$ cat src/rtl/cab_pkg.sv
package cab_pkg;

  // Register indexes on the configuration port
  typedef enum logic [2:0] {
    CfgSrcRed    = 3'd0,
    CfgSrcGreen  = 3'd1,
    CfgSrcBlue   = 3'd2,
    CfgSrcAlpha  = 3'd3,
    CfgClipLeft  = 3'd4,
    CfgClipTop   = 3'd5,
    CfgClipRight = 3'd6,
    CfgClipBot   = 3'd7
  } cfg_idx_e;

  localparam int unsigned CfgIdxW  = 3;
  localparam int unsigned CfgDataW = 12;
  localparam int unsigned CoordW   = 12;
  localparam int unsigned ChanW    = 8;
  localparam logic [ChanW-1:0] AlphaFull = 8'hff;

  // Register file contents seen by the datapath
  typedef struct packed {
    logic        [ChanW-1:0]  src_red;
    logic        [ChanW-1:0]  src_green;
    logic        [ChanW-1:0]  src_blue;
    logic        [ChanW-1:0]  src_alpha;
    logic signed [CoordW-1:0] clip_left;
    logic signed [CoordW-1:0] clip_top;
    logic signed [CoordW-1:0] clip_right;
    logic signed [CoordW-1:0] clip_bottom;
  } cfg_t;

  // Divide a product of two 8-bit values by 255 as ((x + 1) * 257) >> 16
  function automatic logic [ChanW-1:0] div255(input logic [15:0] x);
    logic [16:0] xp;
    logic [24:0] acc;
    xp  = {1'b0, x} + 17'd1;
    acc = {xp, 8'd0} + {8'd0, xp};
    return acc[23:16];
  endfunction

  // Keep r[7:5], g[7:5], b[7:6] of 8-bit channels
  function automatic logic [7:0] pack332(input logic [ChanW-1:0] r,
                                         input logic [ChanW-1:0] g,
                                         input logic [ChanW-1:0] b);
    return {r[7:5], g[7:5], b[7:6]};
  endfunction

endpackage

$ cat src/rtl/cab_cfg.sv
module cab_cfg (
  input  logic                           clk_i,
  input  logic                           rst_ni,
  input  logic                           cfg_we_i,
  input  logic [cab_pkg::CfgIdxW-1:0]    cfg_idx_i,
  input  logic [cab_pkg::CfgDataW-1:0]   cfg_data_i,
  output cab_pkg::cfg_t                  cfg_o
);

  cab_pkg::cfg_t cfg_q, cfg_d;

  // Decode the write index and update one register
  always_comb begin
    cfg_d = cfg_q;
    if (cfg_we_i) begin
      case (cab_pkg::cfg_idx_e'(cfg_idx_i))
        cab_pkg::CfgSrcRed:    cfg_d.src_red     = cfg_data_i[7:0];
        cab_pkg::CfgSrcGreen:  cfg_d.src_green   = cfg_data_i[7:0];
        cab_pkg::CfgSrcBlue:   cfg_d.src_blue    = cfg_data_i[7:0];
        cab_pkg::CfgSrcAlpha:  cfg_d.src_alpha   = cfg_data_i[7:0];
        cab_pkg::CfgClipLeft:  cfg_d.clip_left   = cfg_data_i;
        cab_pkg::CfgClipTop:   cfg_d.clip_top    = cfg_data_i;
        cab_pkg::CfgClipRight: cfg_d.clip_right  = cfg_data_i;
        cab_pkg::CfgClipBot:   cfg_d.clip_bottom = cfg_data_i;
        default: ;
      endcase
    end
  end

  always_ff @(posedge clk_i or negedge rst_ni) begin
    if (!rst_ni) begin
      cfg_q.src_red     <= 8'd0;
      cfg_q.src_green   <= 8'd0;
      cfg_q.src_blue    <= 8'd0;
      cfg_q.src_alpha   <= 8'd255;
      cfg_q.clip_left   <= 12'sd0;
      cfg_q.clip_top    <= 12'sd0;
      cfg_q.clip_right  <= 12'sd2047;
      cfg_q.clip_bottom <= 12'sd2047;
    end else begin
      cfg_q <= cfg_d;
    end
  end

  assign cfg_o = cfg_q;

endmodule

$ cat src/rtl/cab_blend_pipe.sv
module cab_blend_pipe (
  input  logic                              clk_i,
  input  logic                              rst_ni,
  input  cab_pkg::cfg_t                     cfg_i,
  input  logic                              in_valid_i,
  output logic                              in_ready_o,
  input  logic signed [cab_pkg::CoordW-1:0] in_x_i,
  input  logic signed [cab_pkg::CoordW-1:0] in_y_i,
  input  logic [7:0]                        in_cov_i,
  input  logic [7:0]                        in_dest_i,
  input  logic                              in_last_i,
  output logic                              out_valid_o,
  input  logic                              out_ready_i,
  output logic                              out_we_o,
  output logic signed [cab_pkg::CoordW-1:0] out_x_o,
  output logic signed [cab_pkg::CoordW-1:0] out_y_o,
  output logic [7:0]                        out_pixel_o,
  output logic                              out_last_o
);

  typedef struct packed {
    logic signed [cab_pkg::CoordW-1:0] x;
    logic signed [cab_pkg::CoordW-1:0] y;
    logic [7:0]                        dest;
    logic                              last;
  } echo_t;

  typedef struct packed {
    echo_t       echo;
    logic        in_clip;
    logic [15:0] cov_alpha;
  } st1_t;

  typedef struct packed {
    echo_t                       echo;
    logic                        in_clip;
    logic [cab_pkg::ChanW-1:0]   alpha;
  } st2_t;

  typedef struct packed {
    echo_t       echo;
    logic        write;
    logic        full;
    logic [15:0] src_r;
    logic [15:0] src_g;
    logic [15:0] src_b;
    logic [15:0] dst_r;
    logic [15:0] dst_g;
    logic [15:0] dst_b;
  } st3_t;

  typedef struct packed {
    echo_t      echo;
    logic       write;
    logic [7:0] pixel;
  } st4_t;

  logic v1_q, v2_q, v3_q, v4_q;
  logic rdy1, rdy2, rdy3, rdy4;
  st1_t s1_q, s1_d;
  st2_t s2_q, s2_d;
  st3_t s3_q, s3_d;
  st4_t s4_q, s4_d;

  logic [cab_pkg::ChanW-1:0] inv_alpha;
  logic [7:0] dr, dg, db;
  logic [7:0] sum_r, sum_g, sum_b;

  // A stage takes new data when empty or when its content moves on
  assign rdy4       = !v4_q || out_ready_i;
  assign rdy3       = !v3_q || rdy4;
  assign rdy2       = !v2_q || rdy3;
  assign rdy1       = !v1_q || rdy2;
  assign in_ready_o = rdy1;

  // Stage 1: clip test and coverage times source alpha
  always_comb begin
    s1_d.echo.x    = in_x_i;
    s1_d.echo.y    = in_y_i;
    s1_d.echo.dest = in_dest_i;
    s1_d.echo.last = in_last_i;
    s1_d.in_clip   = (in_x_i >= cfg_i.clip_left) && (in_x_i < cfg_i.clip_right) &&
                     (in_y_i >= cfg_i.clip_top) && (in_y_i < cfg_i.clip_bottom);
    s1_d.cov_alpha = 16'(in_cov_i) * 16'(cfg_i.src_alpha);
  end

  // Stage 2: scale the product back to an 8-bit alpha
  always_comb begin
    s2_d.echo    = s1_q.echo;
    s2_d.in_clip = s1_q.in_clip;
    s2_d.alpha   = cab_pkg::div255(s1_q.cov_alpha);
  end

  // Stage 3: premultiply source and weight the expanded destination
  always_comb begin
    inv_alpha  = cab_pkg::AlphaFull - s2_q.alpha;
    dr         = {s2_q.echo.dest[7:5], 5'd0};
    dg         = {s2_q.echo.dest[4:2], 5'd0};
    db         = {s2_q.echo.dest[1:0], 6'd0};
    s3_d.echo  = s2_q.echo;
    s3_d.write = s2_q.in_clip && (s2_q.alpha != '0);
    s3_d.full  = s2_q.alpha == cab_pkg::AlphaFull;
    s3_d.src_r = 16'(cfg_i.src_red)   * 16'(s2_q.alpha);
    s3_d.src_g = 16'(cfg_i.src_green) * 16'(s2_q.alpha);
    s3_d.src_b = 16'(cfg_i.src_blue)  * 16'(s2_q.alpha);
    s3_d.dst_r = 16'(inv_alpha) * 16'(dr);
    s3_d.dst_g = 16'(inv_alpha) * 16'(dg);
    s3_d.dst_b = 16'(inv_alpha) * 16'(db);
  end

  // Stage 4: sum channels, pack and pick the pixel to write
  always_comb begin
    sum_r      = cab_pkg::div255(s3_q.src_r) + cab_pkg::div255(s3_q.dst_r);
    sum_g      = cab_pkg::div255(s3_q.src_g) + cab_pkg::div255(s3_q.dst_g);
    sum_b      = cab_pkg::div255(s3_q.src_b) + cab_pkg::div255(s3_q.dst_b);
    s4_d.echo  = s3_q.echo;
    s4_d.write = s3_q.write;
    if (!s3_q.write) begin
      s4_d.pixel = s3_q.echo.dest;
    end else if (s3_q.full) begin
      s4_d.pixel = cab_pkg::pack332(cfg_i.src_red, cfg_i.src_green, cfg_i.src_blue);
    end else begin
      s4_d.pixel = cab_pkg::pack332(sum_r, sum_g, sum_b);
    end
  end

  // Advance valid bits
  always_ff @(posedge clk_i or negedge rst_ni) begin
    if (!rst_ni) begin
      v1_q <= 1'b0;
      v2_q <= 1'b0;
      v3_q <= 1'b0;
      v4_q <= 1'b0;
    end else begin
      if (rdy1) v1_q <= in_valid_i;
      if (rdy2) v2_q <= v1_q;
      if (rdy3) v3_q <= v2_q;
      if (rdy4) v4_q <= v3_q;
    end
  end

  // Advance payload, hold on stall
  always_ff @(posedge clk_i) begin
    if (rdy1) s1_q <= s1_d;
    if (rdy2) s2_q <= s2_d;
    if (rdy3) s3_q <= s3_d;
    if (rdy4) s4_q <= s4_d;
  end

  assign out_valid_o = v4_q;
  assign out_we_o    = s4_q.write;
  assign out_x_o     = s4_q.echo.x;
  assign out_y_o     = s4_q.echo.y;
  assign out_pixel_o = s4_q.pixel;
  assign out_last_o  = s4_q.echo.last;

endmodule

$ cat src/rtl/coverage_alpha_blend_rgb332.sv
// Coverage alpha blend into an RGB332 frame buffer pixel, solid source color.
// Input stream (s_axis): one request per pixel with its coordinates, its
// coverage and the current frame buffer value; tlast marks the end of a span.
// Output stream (m_axis): one request per input pixel, in order, carrying the
// write flag in tuser, the echoed coordinates and the value to store; tlast
// echoes the span marker. Pixels outside the clip rectangle or with zero
// effective alpha come out with the write flag low and the old value.
// Configuration: cfg_we_i writes register cfg_idx_i (source red, green, blue,
// alpha, clip left, top, right, bottom) with cfg_data_i; write only while idle.
// A request accepted on s_axis passes four register stages (clip and alpha
// multiply, alpha scale, channel multiplies, channel sum and pack) and is offered
// on m_axis from the last; one pixel per cycle is sustained while m_axis_tready is high.
// Reset loads source 0,0,0 with alpha 255 and clip rectangle 0,0 to 2047,2047,
// and empties the pipeline. When the receiver stalls, the stages fill up and
// s_axis_tready falls once no stage is empty; no request is lost.
module coverage_alpha_blend_rgb332 (
  input  logic        clk_i,
  input  logic        rst_ni,
  // configuration port
  input  logic        cfg_we_i,
  input  logic [2:0]  cfg_idx_i,
  input  logic [11:0] cfg_data_i,
  // input stream
  input  logic        s_axis_tvalid,
  output logic        s_axis_tready,
  input  logic [39:0] s_axis_tdata,  // pixel_x[11:0], pixel_y[23:12], coverage[31:24],
                                     // dest_pixel[39:32]
  input  logic        s_axis_tlast,  // span_last
  // output stream
  output logic        m_axis_tvalid,
  input  logic        m_axis_tready,
  output logic [31:0] m_axis_tdata,  // out_x[11:0], out_y[23:12], new_pixel[31:24]
  output logic        m_axis_tuser,  // write_enable
  output logic        m_axis_tlast   // span_done
);

  cab_pkg::cfg_t cfg;
  logic signed [cab_pkg::CoordW-1:0] out_x, out_y;
  logic [7:0] out_pixel;

  cab_cfg u_cfg (
    .clk_i      (clk_i),
    .rst_ni     (rst_ni),
    .cfg_we_i   (cfg_we_i),
    .cfg_idx_i  (cfg_idx_i),
    .cfg_data_i (cfg_data_i),
    .cfg_o      (cfg)
  );

  cab_blend_pipe u_pipe (
    .clk_i       (clk_i),
    .rst_ni      (rst_ni),
    .cfg_i       (cfg),
    .in_valid_i  (s_axis_tvalid),
    .in_ready_o  (s_axis_tready),
    .in_x_i      (s_axis_tdata[11:0]),
    .in_y_i      (s_axis_tdata[23:12]),
    .in_cov_i    (s_axis_tdata[31:24]),
    .in_dest_i   (s_axis_tdata[39:32]),
    .in_last_i   (s_axis_tlast),
    .out_valid_o (m_axis_tvalid),
    .out_ready_i (m_axis_tready),
    .out_we_o    (m_axis_tuser),
    .out_x_o     (out_x),
    .out_y_o     (out_y),
    .out_pixel_o (out_pixel),
    .out_last_o  (m_axis_tlast)
  );

  // Pack the result fields, lowest field first
  assign m_axis_tdata = {out_pixel, out_y, out_x};

endmodule
$ cat config.mk
export PLATFORM = sky130hd
export DESIGN_NAME = coverage_alpha_blend_rgb332
export DESIGN_NICKNAME = d
export VERILOG_FILES = /design/src/rtl/cab_pkg.sv /design/src/rtl/cab_cfg.sv /design/src/rtl/cab_blend_pipe.sv /design/src/rtl/coverage_alpha_blend_rgb332.sv
export SDC_FILE = /design/constraint.sdc
export NUM_CORES = 1
export LEC_CHECK = 0
export ABC_CLOCK_PERIOD_IN_PS = 5770
export BUFFER_PORTS_ARGS = -buffer_cell sky130_fd_sc_hd__buf_2
export CAP_MARGIN = 20
export CORE_AREA = 8 8 252 254
export DETAILED_ROUTE_END_ITERATION = 7
export DIE_AREA = 0 0 260 262
export GPL_TIMING_DRIVEN = 0
export HOLD_SLACK_MARGIN = 0.08
export PLACE_DENSITY = 0.62
export SKIP_CTS_REPAIR_TIMING = 1
export SYNTH_ARGS = -nofsm -noshare
export SYNTH_HDL_FRONTEND = slang
export SYNTH_SLANG_ARGS = --single-unit
$ cat constraint.sdc
create_clock -name clk_i -period 5.77 [get_ports clk_i]
set_input_delay 0.577 -clock clk_i [delete_from_list [all_inputs] [get_ports clk_i]]
set_output_delay 0.577 -clock clk_i [all_outputs]
set_load 0.02 [all_outputs]
# Word level (Yosys, flattened, before mapping)
# Index checks and enable logic that the tools add are counted.
# totals
out_inout_bits	36
input_bits	61
reg_bits	325
elab_cells	102
# op_classes
eq_ne	8
n_mux	2
n_lt_le_gt_ge	4
addsub	18
n_reduce_logical	22
mul	7
# ops
cell	count
24-bit by 17-bit adder with 24-bit output	7
16-bit by 1-bit adder with 17-bit output, second input constant	7
8-bit by 8-bit multiplier with 16-bit output	4
8-bit adder	3
12-bit >= comparator	2
12-bit < comparator	2
8-bit by 3-bit multiplier with 11-bit output	2
8-bit 2-to-1 mux	2
2-bit AND reduction	8
3-bit == test, second input constant	4
8-bit by 2-bit multiplier with 10-bit output	1
8-bit == test, second input constant	1
8-bit nonzero test	1
8-bit subtractor, first input constant	1
3-bit by 2-bit == test with 1-bit output, second input constant	2
1-bit logical AND	4
1-bit logical NOT	4
1-bit logical OR	4
3-bit by 1-bit == test with 1-bit output, second input constant	1
3-bit logical NOT	1

# Longest topological paths before layout
# logic_depth
word_depth	5
mapped_depth	24
ltp_nobuf	24

# Hierarchy
# A second synthesis with hierarchy kept.
# unflattened
cells_unflattened	2351
hier_area_um2	25233.0
# modules_own_cells
module	n_inst	area_each_um2	seq_area_each_um2	cells_each
cab_blend_pipe	1	22158.8	7337.0	2175
cab_cfg	1	3074.2	2039.5	176

# Worst setup path after synthesis
# Ideal clock, no wire load.
# synth_timing
path_type	reg-to-reg
startpoint	reg u_pipe.s3_q[50] in the netlist's numbering
endpoint	reg u_pipe.s4_q, in the netlist u_pipe.out_pixel_o[1] (data pin)
required_ns	5.500
path_buffers	1
t_arrival_ns	4.955
setup_ns	0.270
path_stages_with_launch	24
slack_ns	0.546
period_less_slack_ns	5.224
cell_sequence	edfxtp_1 -> and3_1 -> clkbuf_1 -> and3_1 -> and3_1 -> xnor2_1 -> inv_1 -> ha_1 -> a21o_1 -> a21o_1 -> a211oi_1 -> o221ai_1 -> a31oi_1 -> nor2_1 -> a21oi_1 -> nor2_1 -> ha_1 -> nand4_1 -> or4_1 -> nand3b_1 -> a31oi_1 -> xnor3_1 -> mux2i_1 -> a21oi_1
# synth_rtl
element	line	source
start: declaration	cab_blend_pipe.sv:62	st3_t s3_q, s3_d;
start signal: assignment	cab_blend_pipe.sv:146	if (rdy3) s3_q <= s3_d;
end signal: assignment	cab_blend_pipe.sv:147	if (rdy4) s4_q <= s4_d;
end: declaration	cab_blend_pipe.sv:63	st4_t s4_q, s4_d;

==> impl_metrics.yaml <==
floorplan:
  ios: 97
  initial_core_util_pct: 42.3
  chipHeight_um: 262
  rows: 90
  dieArea_um2: 68100
  fp.dieW_um: 260
  core_area_um2: 59600
worst_setup_path:
  r2r_start: "u_pipe.s3_q[53]"
  worst_path_most_repeated_cell: "and3_1"
  worstPathMaxFanout: 7
  cp.arrival_ns: 5.76
  path_cells: "and3_1, and3_1, and3_1, xnor2_2, inv_1, ha_1, a21o_1, a21o_1, a211oi_4, o311ai_4, a31oi_4, nor2_1, a21oi_1, nor2_1, ha_1, nand4_1, or4_1, nand3b_1, a31oi_2, xnor3_2, mux2i_1, a21oi_1"
  critPathSlowestCell: "or4_1"
  path_class: "flip-flop to flip-flop"
  end_kind: "flip-flop"
  r2r_end: "u_pipe.out_pixel_o[1]"
  startpoint_type: "flip-flop"
  crit_cells: 22
  r2r_slack_ns: 0.28
  crit_buf_inv: 1
  ff2ff_path_depth: 22
  required_ns: 6.04
  critPathTopFamily: "simple AND/OR/NAND/NOR gates"
  slowest_delay_ns: 0.49
route:
  viasPerCell: 5.11
  drc_errors: 0
  dr.first_iter.drc_count: 1008
  totalWireLength_mm: 57.1
  post_drt_wl_per_cell_um: 17.0
  via_count: 17173
  antenna_left: 0
  drtPass1Iterations: 5
status:
  run_status: "finished, final reports clean"
clocking:
  root_buffer: "clkbuf_16"
  cts_tree: "yes"
  numCtsBuffers: 40
  h-tree-depth: 2
  cts.sink_count: 325
  clk_path_buf_depth: 3
  clk_pin_slew_ns: 0.06
  clk_latency_ns: 0.56
layout:
  fin_nets: 3034
  layout.cells.non_filler: 3359
  drive_gt1_share_pct: 13.4
  syn2layout_area_growth_pct: 13.0
  fillers: 5384
hold_path:
  hold_path.class: "primary input to flip-flop"
  min-delay-start: "s_axis_tdata[35]"
  hold_end: "u_pipe.s1_q[21]"
  holdPathStages: 1
sta:
  rsz0062_at_grt: "yes"
  fin_worst_skew_ns: 0.0153
  worst-slew-pin-transition_ns: 0.802
  fmax_ghz: 0.182
  finalCritPeriodShare_pct: 95.2
  slew_violations: 0
  fin_tns_setup_ns: 0
  finalSetupViolations: 0
  final_hold_viol_count: 0
  slew_headroom_pct: 46.5
  post-route-min-period_ns: 5.49
global_routing:
  grt_use_total_pct: 17.2
  grt_max_degree: 64
  antenna_found_initial: 4
  grt.overflow.total: 0
  grt_pass1_vias: 17941
  grt_first_pass_wirelength_mm: 94.4
yosys:
  synth_area_per_cell_um2: 10.6
  synth_edf_count: 241
  postSynthCellCount: 2385
  async_flop_share_pct: 25.8
  ys_ff_latch: 325
  synth_ff_type: "edfxtp_1"
  synth_nets: 2877
  synth_cell_types: 76
  synth_warnings: 0
  yosysSeqAreaShare_pct: 37.2
  syn_area_um2: 25200
placed_design:
  place.gp.congestion: 0.882
  hpwl_mm: 44.0
  portBuffers: 92
  place_inst: 3267
power:
  power_density_nw_per_um2: 653
  p_leak_nw: 12.9
  peakVddDrop_uv: 406
  intPower_mw: 10.5
  p_clk_share_pct: 13.8
  p_sw_mw: 8.12
  combinationalPowerShare_pct: 62.3
  power_mw: 18.6
  switching_share_pct: 43.7
  seq_power_share_pct: 23.9
flow_run:
  max_cap_viol_count: 0
[state kept, by name, indices dropped and copies added, names as in the netlist, 2 cells and up]
register	flops
u_cfg.cfg_o	80
u_pipe.db	2
u_pipe.dg	3
u_pipe.dr	3
u_pipe.out_pixel_o	8
u_pipe.out_x_o	12
u_pipe.out_y_o	12
u_pipe.s1_q	50
u_pipe.s2_q	34
u_pipe.s3_q	115
[through the flow]
stage               utilization [%]  hold WS [ns]  setup slack [ns]  cell area [um2]
global placement               44.7         0.401            -0.279            26600
detailed placement             45.0         0.405            -0.348            26800
global route                   47.8         0.163           -0.0559            28500
CTS                            47.3        0.0333            -0.381            28200
floorplan                         -         0.281             0.546            25200
finish                         47.8         0.193             0.278            28500
[routing by layer]
layer	wire, um	vias up	global-route usage, %	part of all wire (%)
met5	0	-	0	0
met4	1770	0	5.79	3.1
met3	2480	103	2.87	4.3
met2	27400	329	29.5	48
met1	25500	8440	21.9	45
li1	-	8301	-	-
[logic make-up (layout without fill, tap and decap cells)]
group | Yosys count | after routing | synth area share, %
AOI/OAI and AO/OA | 265 | 265 | 6.77
adders and majority gates | 432 | 432 | 26.2
muxes | 75 | 75 | 3.33
DFF | 325 | 325 | 37.2
other | 0 | 3 | 0
xor gates and xnor gates | 159 | 159 | 5.58
buffers and inverters | 418 | 607 | 6.24
and+or+nand+nor | 711 | 711 | 14.7
[worst max-delay path by stage]
| stage | startpoint | slack, ns | end |
|---|---|---|---|
| final | u_pipe.s3_q[53] | 0.28 | u_pipe.out_pixel_o[1] |
| after global routing | u_pipe.s3_q[85] | -0.06 | u_pipe.out_pixel_o[7] |
| after CTS | u_pipe.s3_q[50] | -0.38 | u_pipe.out_pixel_o[1] |
| after detailed placement | u_pipe.s3_q[50] | -0.35 | u_pipe.out_pixel_o[1] |
| after global placement | u_pipe.s3_q[50] | -0.28 | u_pipe.out_pixel_o[1] |
| after floorplan | u_pipe.s3_q[50] | 0.55 | u_pipe.out_pixel_o[1] |
[cells in the mapped netlist (all sizes together), types with 9 or more instances]
library cell | number | area, um2
a21boi | 14 | 105
a21o | 35 | 264
a21oi | 70 | 354
a31oi | 9 | 56.3
and2 | 144 | 901
and3 | 19 | 120
buf | 15 | 61.3
clkbuf | 48 | 180
dfrtp | 54 | 1350
dfstp | 30 | 788
edfxtp | 241 | 7240
fa | 159 | 3180
ha | 272 | 3400
inv | 355 | 1330
mux2 | 71 | 800
nand2 | 208 | 781
nand2b | 53 | 332
nand3 | 40 | 200
nand4 | 27 | 190
nor2 | 97 | 367
nor2b | 50 | 313
nor3 | 26 | 130
nor4 | 11 | 96.3
o21ai | 72 | 360
o21bai | 14 | 105
xnor2 | 110 | 963
xor2 | 48 | 420
[cell type report]
cell class,count,area (um2),area share (%)
inverters,355,1330,4.68
well taps,782,978,3.44
diodes,3,7.51,0.0264
plain buffers,59,241,0.848
repair buffers,119,762,2.68
flip-flops and latches,325,9380,32.9
multi-input cells,1642,14400,50.6
clock buffers,48,1100,3.88
clock inverters,26,258,0.905
[placed cells by master, fill, tap and decap left out, drive strengths merged, types with 19 or more instances in the layout]
cell type / n
o21ai: 72
nor3: 26
nand2b: 53
a21o: 35
nand2: 208
clkbuf: 94
fa: 159
edfxtp: 241
nand3: 40
a21oi: 70
and3: 19
nand4: 27
dfrtp: 54
dfstp: 30
nor2: 97
inv: 358
nor2b: 50
xor2: 48
mux2: 71
ha: 272
buf: 131
and2: 144
xnor2: 110
[power groups by stage]
stage	Sequential, mW	Clock (mW)	Combinational [mW]
2_1_floorplan	4.32	0	8.89
3_3_place_gp	4.52	0	11.2
3_5_place_dp	4.52	0	11.4
4_1_cts	4.48	2.63	11.5
5_1_grt	4.54	2.72	13.6
6_report	4.45	2.56	11.6
No activity file was read; power rests on OpenSTA's default activity.
